## src/design/pss_pkg.sv

```systemverilog
package pss_pkg;

  // panel geometry, panel size must be a power of two
  localparam int PANEL_SIZE  = 16;
  localparam int PANEL_COUNT = 6;
  localparam int PANEL_LOG2  = $clog2(PANEL_SIZE);

  // link register layout
  localparam int LINK_W    = 5;
  localparam int LINK_REG_W = 4 * LINK_W;
  localparam int CFG_IDX_W = 3;

  // panel index width, at least one bit
  localparam int PANEL_IDX_W = (PANEL_COUNT > 1) ? $clog2(PANEL_COUNT) : 1;

  // heading and side codes share one encoding
  localparam logic [1:0] DIR_UP    = 2'd0;
  localparam logic [1:0] DIR_RIGHT = 2'd1;
  localparam logic [1:0] DIR_DOWN  = 2'd2;
  localparam logic [1:0] DIR_LEFT  = 2'd3;

  typedef struct packed {
    logic [6:0] pos_x;
    logic [3:0] pos_y;
    logic [1:0] heading;
  } in_word_t;

  typedef struct packed {
    logic [6:0] next_x;
    logic [3:0] next_y;
    logic [1:0] next_heading;
    logic       crossed;
  } out_word_t;

endpackage

```

## src/design/panel_surface_step.sv

```systemverilog
// panel_surface_step: one step of a pixel walking over a row of square panels
//
// input channel: in_valid_i / in_stall_o carry one word (column, row, heading)
// output channel: out_valid_o / out_stall_i carry one word (new column, new
//   row, new heading, crossed flag); a word moves when valid is high and stall
//   is low
// config: cfg_we_i writes cfg_data_i into link register cfg_index_i at the
//   clock edge; indexes past the last panel are ignored; write only when idle
// latency: 3 cycles, the result sits in the output register two edges after
//   the edge that takes the word and can leave at the edge after that
// throughput: one word per cycle, set by the three register stages
//   (edge detect, link lookup, edge placement) each taking a new word when
//   the stage after it moves on
// stall: a stalled output holds its word; the stages behind fill up and
//   in_stall_o rises only when all three stages hold a word
// reset: rst_ni clears all stage valid bits and all link registers to zero
module panel_surface_step (
  input  logic                                 clk_i,
  input  logic                                 rst_ni,
  input  logic                                 in_valid_i,
  output logic                                 in_stall_o,
  input  pss_pkg::in_word_t                    in_word_i,
  output logic                                 out_valid_o,
  input  logic                                 out_stall_i,
  output pss_pkg::out_word_t                   out_word_o,
  input  logic                                 cfg_we_i,
  input  logic [pss_pkg::CFG_IDX_W-1:0]        cfg_index_i,
  input  logic [pss_pkg::LINK_REG_W-1:0]       cfg_data_i
);
  import pss_pkg::*;

  localparam int OFF_W = PANEL_LOG2;
  localparam int COL_W = 3 + PANEL_LOG2 + 1;
  localparam logic [3:0] Y_MASK = 4'(PANEL_SIZE - 1);

  // stage 1: edge detection and plain step
  typedef struct packed {
    logic [1:0]             hd;
    logic                   leaving;
    logic [PANEL_IDX_W-1:0] cur;
    logic [OFF_W-1:0]       e;
    logic [6:0]             plain_x;
    logic [3:0]             plain_y;
  } s1_t;

  // stage 2: looked-up link
  typedef struct packed {
    logic [1:0]       hd;
    logic             leaving;
    logic [2:0]       nb;
    logic [1:0]       ent;
    logic [OFF_W-1:0] e;
    logic [6:0]       plain_x;
    logic [3:0]       plain_y;
  } s2_t;

  logic [LINK_REG_W-1:0] links_q [PANEL_COUNT];

  logic      v1_q, v2_q, v3_q;
  s1_t       s1_d, s1_q;
  s2_t       s2_d, s2_q;
  out_word_t s3_d, s3_q;
  logic      rdy1, rdy2, rdy3;

  // a stage takes a word when it is empty or its word moves on
  assign rdy3 = !v3_q || !out_stall_i;
  assign rdy2 = !v2_q || rdy3;
  assign rdy1 = !v1_q || rdy2;
  assign in_stall_o  = !rdy1;
  assign out_valid_o = v3_q;
  assign out_word_o  = s3_q;

  // link registers
  always_ff @(posedge clk_i or negedge rst_ni) begin
    if (!rst_ni) begin
      for (int i = 0; i < PANEL_COUNT; i++) begin
        links_q[i] <= '0;
      end
    end else if (cfg_we_i && ({1'b0, cfg_index_i} < (CFG_IDX_W + 1)'(PANEL_COUNT))) begin
      links_q[cfg_index_i[PANEL_IDX_W-1:0]] <= cfg_data_i;
    end
  end

  // stage 1 logic: local offsets, leaving test, current panel
  logic [OFF_W-1:0] lx, ly;
  logic [6:0]       col_panel;
  always_comb begin
    lx        = in_word_i.pos_x[OFF_W-1:0];
    ly        = OFF_W'(in_word_i.pos_y & Y_MASK);
    col_panel = in_word_i.pos_x >> PANEL_LOG2;

    s1_d.hd      = in_word_i.heading;
    s1_d.plain_x = in_word_i.pos_x;
    s1_d.plain_y = in_word_i.pos_y;
    s1_d.cur     = (col_panel > 7'(PANEL_COUNT - 1)) ? PANEL_IDX_W'(PANEL_COUNT - 1)
                                                     : col_panel[PANEL_IDX_W-1:0];
    case (in_word_i.heading)
      DIR_UP: begin
        s1_d.leaving = (ly == '0);
        s1_d.plain_y = in_word_i.pos_y - 4'd1;
      end
      DIR_RIGHT: begin
        s1_d.leaving = (lx == OFF_W'(PANEL_SIZE - 1));
        s1_d.plain_x = in_word_i.pos_x + 7'd1;
      end
      DIR_DOWN: begin
        s1_d.leaving = (ly == OFF_W'(PANEL_SIZE - 1));
        s1_d.plain_y = in_word_i.pos_y + 4'd1;
      end
      default: begin
        s1_d.leaving = (lx == '0);
        s1_d.plain_x = in_word_i.pos_x - 7'd1;
      end
    endcase
    // offset along the edge being left
    s1_d.e = (in_word_i.heading == DIR_UP || in_word_i.heading == DIR_DOWN) ? lx : ly;
  end

  // stage 2 logic: link lookup and neighbor saturation
  logic [LINK_W-1:0] lnk;
  always_comb begin
    lnk          = links_q[s1_q.cur][LINK_W * s1_q.hd +: LINK_W];
    s2_d.hd      = s1_q.hd;
    s2_d.leaving = s1_q.leaving;
    s2_d.nb      = (lnk[2:0] > 3'(PANEL_COUNT - 1)) ? 3'(PANEL_COUNT - 1) : lnk[2:0];
    s2_d.ent     = lnk[4:3];
    s2_d.e       = s1_q.e;
    s2_d.plain_x = s1_q.plain_x;
    s2_d.plain_y = s1_q.plain_y;
  end

  // stage 3 logic: place the position on the entered edge
  logic [COL_W-1:0] left_col, right_col, e_ext, bot_row;
  logic             invert;
  always_comb begin
    left_col  = COL_W'(s2_q.nb) << PANEL_LOG2;
    right_col = left_col + COL_W'(PANEL_SIZE - 1);
    bot_row   = COL_W'(PANEL_SIZE - 1);
    e_ext     = COL_W'(s2_q.e);
    invert    = (s2_q.hd == DIR_UP) || (s2_q.hd == DIR_RIGHT);

    s3_d.next_x       = s2_q.plain_x;
    s3_d.next_y       = s2_q.plain_y;
    s3_d.next_heading = s2_q.hd;
    s3_d.crossed      = 1'b0;
    if (s2_q.leaving) begin
      s3_d.crossed      = 1'b1;
      s3_d.next_heading = s2_q.ent + 2'd2;
      case (s2_q.ent)
        DIR_UP: begin
          s3_d.next_y = 4'd0;
          s3_d.next_x = 7'(invert ? right_col - e_ext : left_col + e_ext);
        end
        DIR_RIGHT: begin
          s3_d.next_x = 7'(right_col);
          s3_d.next_y = 4'(invert ? bot_row - e_ext : e_ext);
        end
        DIR_DOWN: begin
          s3_d.next_y = 4'(bot_row);
          s3_d.next_x = 7'(invert ? left_col + e_ext : right_col - e_ext);
        end
        default: begin
          s3_d.next_x = 7'(left_col);
          s3_d.next_y = 4'(invert ? e_ext : bot_row - e_ext);
        end
      endcase
    end
  end

  // valid bits
  always_ff @(posedge clk_i or negedge rst_ni) begin
    if (!rst_ni) begin
      v1_q <= 1'b0;
      v2_q <= 1'b0;
      v3_q <= 1'b0;
    end else begin
      if (rdy1) v1_q <= in_valid_i;
      if (rdy2) v2_q <= v1_q;
      if (rdy3) v3_q <= v2_q;
    end
  end

  // stage data, no reset needed
  always_ff @(posedge clk_i) begin
    if (rdy1) s1_q <= s1_d;
    if (rdy2) s2_q <= s2_d;
    if (rdy3) s3_q <= s3_d;
  end

  // input stalls only with a full pipe and a stalled output
  a_stall_full: assert property (@(posedge clk_i) disable iff (!rst_ni)
    in_stall_o |-> (v1_q && v2_q && v3_q && out_stall_i))
    else $error("input stalled with room in the pipe");

  // a blocked stage 1 word stays put
  a_s1_hold: assert property (@(posedge clk_i) disable iff (!rst_ni)
    (v1_q && !rdy2) |=> (v1_q && $stable(s1_q)))
    else $error("stage 1 word lost while blocked");

  // a blocked stage 2 word stays put
  a_s2_hold: assert property (@(posedge clk_i) disable iff (!rst_ni)
    (v2_q && !rdy3) |=> (v2_q && $stable(s2_q)))
    else $error("stage 2 word lost while blocked");

endmodule

```

## config.mk

```make
export PLATFORM = sky130hd
export DESIGN_NAME = panel_surface_step
export DESIGN_NICKNAME = d
export VERILOG_FILES = /design/src/design/pss_pkg.sv /design/src/design/panel_surface_step.sv
export SDC_FILE = /design/constraint.sdc
export NUM_CORES = 1
export LEC_CHECK = 0
export ABC_AREA = 1
export BUFFER_PORTS_ARGS = -buffer_cell sky130_fd_sc_hd__buf_2
export CORE_UTILIZATION = 63
export CTS_CLUSTER_DIAMETER = 200
export CTS_CLUSTER_SIZE = 24
export DETAILED_ROUTE_END_ITERATION = 6
export PLACE_DENSITY_LB_ADDON = 0.12
export SETUP_SLACK_MARGIN = 0.05
export SYNTH_ARGS = -nofsm -noshare
export SYNTH_HDL_FRONTEND = slang
export SYNTH_SLANG_ARGS = --single-unit
```

## constraint.sdc

```tcl
create_clock -name clk_i -period 4.47 [get_ports clk_i]
set_input_delay 0.894 -clock clk_i [delete_from_list [all_inputs] [get_ports clk_i]]
set_output_delay 0.894 -clock clk_i [all_outputs]
set_load 0.01 [all_outputs]
```

==> metrics, run 1 <==
Worst slew margin=between 30 and 40%; CP Class=in2out; count of final setup violators=0; Worst Hold Class=reg2reg; syn nets=968; commonest non-fill, non-tap cells in the layout=nand2_1, o21ai_0, dfrtp_1; crit path DAT=roughly 2.2 ns; Slew @ Worst Pin=0.990 ns; post-cts gate resize count=0; Seq/Total Area, Yosys=between 50% and 60%; DRT iter0 DRCs=a little under 600; Req. time, crit path=~3.6 ns; Root Buffer=clkbuf_16; asr flop ratio synth=a little under 70%; DRT antenna net count=0; htree depth=4; prevailing post-synth register cell=dfrtp_1; die area=13,600 µm²; IO buf count=56; period utilisation layout=68.0%; post-synthesis cell area=8280 µm²; RSZ-0062 raised after global routing=false; GRT Total Usage=between 20% and 30%; clk slew on worst S/H paths=roughly 0.060 ns; drt pass-1 iters=5; Peak VDD IR=approximately 0.3 mV; clock insertion delay at the later pin of the skew report=0.42 ns; Die W=roughly 120 µm; Worst Path Max Fanout=25; area of the multi-input gates=around 3000 µm²; outcome=finished, final reports clean; total gr overflow=0; final worst slack=about 1.4 ns; Worst Skew=0.00677 ns; maxcap violations=0; Setup WS pre-CTS=1.42 ns; internal power=between 3 and 4 mW; initial antenna violation count=0; chip height=approximately 120 µm; RR Endpoint=left_col[4]; # placed instances=1,101; Clock Path Buffers=2; CP endpoint kind=output pin; CTS tree=yes; layout cells sized above 1=approximately a tenth; DP HPWL=11,400 µm; area of the core=approximately 13,000 µm²; largest net degree at the start of global routing=78; Seq cells post-synth=181; sw frac=between 20% and 30%; reg2reg setup slack=around 1.8 ns; placed instance area=about 8600 µm²; Via Count=roughly 6,500; ant diodes=0; first-pass GRT wire length=roughly 30,000 µm; Post-synth EDFFs=slightly below 60; Hold WS=around 0.42 ns; Routed WL per cell=16.2 µm; nets=roughly 1,000; final slew viol count=0; Total Routed Length=around 18,000 µm; synth warn=0; worst r2r path cells=11; switching power total=between 1 and 1.5 mW; pwr dens=between 400 and 500 nW/µm²; routed vias/inst=between 5 and 6; Clk network pwr share=roughly 33%; Placer Congestion=just over 0.8; Avg Inst Size Synth=~9 µm²; I/O pin total=57; Residual DRC=0; synth unique cells=31; commonest non-fill, non-tap cell in the layout=nand2_1; HP Start=s1_q[6]; fin cells=between 1,000 and 1,500; Setup crit start kind=input pin; Synth Instances=roughly 910; Sum Neg Setup Slack=0 ns; CTS sink count=roughly 180; post-CTS setup buffer count=0; Fin. Hold Viols=0; min cycle time layout=roughly 3 ns; filler cell count=966; Rows=around 40; cts hold-fix bufs=0; sequential cell fraction of total power=about half; Gate power share=15.9%; worst reg2reg startpoint=s1_q[15]; initial core utilization=around two thirds; number of global-route vias before repair=approximately 6,100; FF/Latch Area=roughly 4800 µm²; hold path cells=0; Hold EP=s2_q[6]; CTS buffer count=17; Leak=4.30 nW; Fmax=between 0.3 and 0.4 GHz; fin area=between 9000 and 10,000 µm²; Layout area overhead=10.6%
==> final cells by class <==
class / count / share of cell area, %
clock inverters: 3 / 0.738
clock buffers: 29 / 5.48
inverters: 53 / 2.20
multi-input cells: 627 / 32.5
flip-flops and latches: 181 / 52.6
well taps: 172 / 2.35
repair buffers: 68 / 4.07
==> worst max-delay path by stage <==
stage / slack (ns) / cells past startpoint / endpoint / from
finish: 1.43 / 7 / in_stall_o / out_stall_i
global route: 1.24 / 7 / in_stall_o / out_stall_i
CTS: 1.42 / 7 / in_stall_o / out_stall_i
detailed placement: 1.42 / 7 / in_stall_o / out_stall_i
global placement: 1.47 / 7 / in_stall_o / out_stall_i
floorplan: 1.55 / 4 / in_stall_o / out_stall_i
==> per-stage QoR <==
step                      total power, mW  utilization (%)
after global placement               2.85             67.5
after floorplan                      2.67                -
after global routing                 4.54             72.0
after detailed placement             2.90             67.5
after CTS                            4.34             72.0
final                                4.33             72.0
==> registers in the layout (all words and copies together), names as in the netlist <==
name	cells
out_valid_o	1
s1_q	21
v2_q	1
v1_q	1
links_q	120
out_word_o	14
e_ext	4
s2_q	16
left_col	3
==> kinds of logic after synthesis <==
| group | synth area share (%) |
|---|---|
| AO/OA/AOI/OAI | 13.9 |
| buffers and inverters | 5.82 |
| multiplexers | 0.121 |
| XOR/XNOR | 1.16 |
| adder cells (fa/ha/maj) | 2.15 |
| flip-flops | 58.2 |
| AND/OR/NAND/NOR | 18.6 |
==> cell usage after synthesis, drive strengths merged (6+ instances only) <==
cell type,count,share of area (%)
o211ai,13,1.4
nor2,62,2.8
or2,6,0.45
nand2,265,12
a21oi,19,1.1
o21ai,175,11
clkbuf,31,1.4
nand3,50,3.0
inv,53,2.4
buf,22,2.0
edfxtp,58,21
xnor2,7,0.74
dfrtp,123,37
ha,11,1.7
==> per-layer routing <==
layer  wire [µm]  up-vias  GRT usage [%]
li1            -     3089              -
met1        8020     3108           39.4
met2        8700      286           45.5
met3        1360       36           7.27
met4         325        0           9.96
met5           0        -              0
==> worst max-delay path, cell delays in order <==
cell and delay, ns:
buf_2 0.10, nand2_1 0.44, nor2_1 0.09, inv_1 0.07, buf_4 0.29, nor2_1 0.11
buf_2 0.15
==> power groups by stage <==
stage	Combinational, mW	Sequential, mW	Clock (mW)
global route	0.789	2.23	1.52
detailed placement	0.678	2.22	0
CTS	0.685	2.20	1.46
finish	0.686	2.20	1.44
floorplan	0.493	2.18	0
global placement	0.645	2.20	0
Note: power is estimated with default switching activity, not from simulation.
==> run 2: changes to the inputs <==
Settings changed: CORE_UTILIZATION 63 to 60.
Clock period 4.47 ns to 3.1 ns, I/O delays scaled along.
==> metrics, run 2 (synthesized netlist as in run 1, its figures left out) <==
outcome=finished, final reports clean; area of the core=roughly 13,000 µm²; Gate power share=roughly 15%; # placed instances=1,109; Worst Hold Class=in2async; DP HPWL=11,400 µm; RSZ-0062 raised after global routing=false; clock insertion delay at the later pin of the skew report=0.42 ns; initial antenna violation count=0; Worst slew margin=~45%; layout cells sized above 1=roughly 12%; routed vias/inst=between 5 and 6; maxcap violations=0; Worst Path Max Fanout=16; Clk network pwr share=~36%; Peak VDD IR=roughly 0.53 mV; Setup crit start kind=register; min cycle time layout=2.15 ns; ant diodes=0; Slowest-stage cell, CP=dfrtp_1; cell repeated most along the worst path=nor2_1; largest net degree at the start of global routing=63; Fmax=around 0.47 GHz; Residual DRC=0; Layout area overhead=12.3%; final slew viol count=0; Worst Skew=just over 0.007 ns; Largest regs=links_q: 120 flops, s1_q: 21 flops, s2_q: 16 flops; count of final setup violators=0; die area=between 10,000 and 15,000 µm²; Die W=119 µm; Util after Layout=69.7%; DRT antenna net count=0; Slew @ Worst Pin=a little over 0.8 ns; CP Class=reg2out; Reg with most FFs=links_q; initial core utilization=~62%; Fin. Hold Viols=0; pwr dens=approximately 700 nW/µm²; Buf/Inv on CP=3; internal power=roughly 4.8 mW; CP endpoint kind=output pin; CTS buffer count=17; CTS sink count=between 150 and 200; post-cts gate resize count=0; CP cell instances=nand2_1 -> buf_4 -> nor2_1 -> inv_1 -> nor2_1 -> buf_2; Routed WL per cell=~16 µm; htree depth=4; Crit path largest cell delay=0.34 ns; Sum Neg Setup Slack=0 ns; cts hold-fix bufs=0; post-CTS setup buffer count=0; fin cells=between 1,000 and 1,500; number of global-route vias before repair=between 5,000 and 6,000; total gr overflow=0; chip height=about 120 µm; nets=between 1,000 and 1,500; Placer Congestion=0.879; crit path DAT=between 1.5 and 2 ns; commonest non-fill, non-tap cell in the layout=nand2_1; IO buf count=56; first-pass GRT wire length=30,400 µm; sw frac=roughly 27%; switching power total=1.77 mW; CTS tree=yes; Leak=about 4.4 nW; sequential cell fraction of total power=between 40% and 50%; Req. time, crit path=2.48 ns; Root Buffer=clkbuf_16; Rows=42; placed instance area=~8600 µm²; Via Count=around 6,500; CP top delay family=buffers and inverters; Clock Path Buffers=2; commonest non-fill, non-tap cells in the layout=nand2_1, o21ai_0, dfrtp_1; Total Routed Length=18,500 µm; max reg flops=120; DRT iter0 DRCs=671; GRT Total Usage=between 20% and 30%; period utilisation layout=roughly 70%; drt pass-1 iters=6; fin area=approximately 9300 µm²; clk slew on worst S/H paths=around 0.07 ns; I/O pin total=57
## run 2: changes by cell type in the layout (fill, tap and decap cells not counted)
cell        delta
clkbuf_1      -10
clkinv_4       +4
bufinv_16      +3
buf_12         +2
buf_4          +2
clkinvlp_2     +2
inv_6          +2
clkbuf_16      -1
clkbuf_8       -1
clkinvlp_4     +1
## run 2: worst paths after layout
kind / start / to / slack, ns / depth (start not counted)
min in group clk_i: in_valid_i / v1_q / 0.40 / 2
worst min-delay path: rst_ni / links_q[91] / 0.29 / 1
max in group asynchronous: rst_ni / links_q[40] / 2.00 / 2
worst max register to register: s1_q[16] / left_col[4] / 1.13 / 11
worst max-delay path: out_valid_o / in_stall_o / 0.95 / 6
worst min register to register: s1_q[8] / s2_q[8] / 0.43 / 0
## run 2: layout make-up
type	instances	area, µm²
tap	176	220
clock buffer	17	425
sequential	181	4820
multi-input combinational	627	2980
fill	1033	4050
clock inverter	15	228
inverter	53	201
timing repair buffer	72	428
## run 2: metrics by stage
stage          total power, mW  hold slack [ns]  setup WS, ns
3_3_place_gp              4.13            0.408         0.631
2_1_floorplan             3.85            0.324         0.476
6_report                  6.52            0.286         0.953
4_1_cts                   6.55            0.313         0.928
5_1_grt                   6.83            0.339         0.836
3_5_place_dp              4.19            0.411         0.584
## run 2: metal layers
metal | vias up | routed length (µm) | track usage, %
met5 | - | 0 | 0
met4 | 0 | 224 | 6.56
met3 | 19 | 1340 | 5.22
met2 | 288 | 8630 | 43.2
met1 | 3038 | 8250 | 40.6
li1 | 3107 | - | -
## run 2: power groups by stage
stage | Clock, mW | Sequential [mW] | Combinational, mW
4_1_cts | 2.38 | 3.16 | 1.00
6_report | 2.35 | 3.16 | 1.00
3_3_place_gp | 0 | 3.18 | 0.953
5_1_grt | 2.47 | 3.21 | 1.15
2_1_floorplan | 0 | 3.14 | 0.710
3_5_place_dp | 0 | 3.20 | 0.992
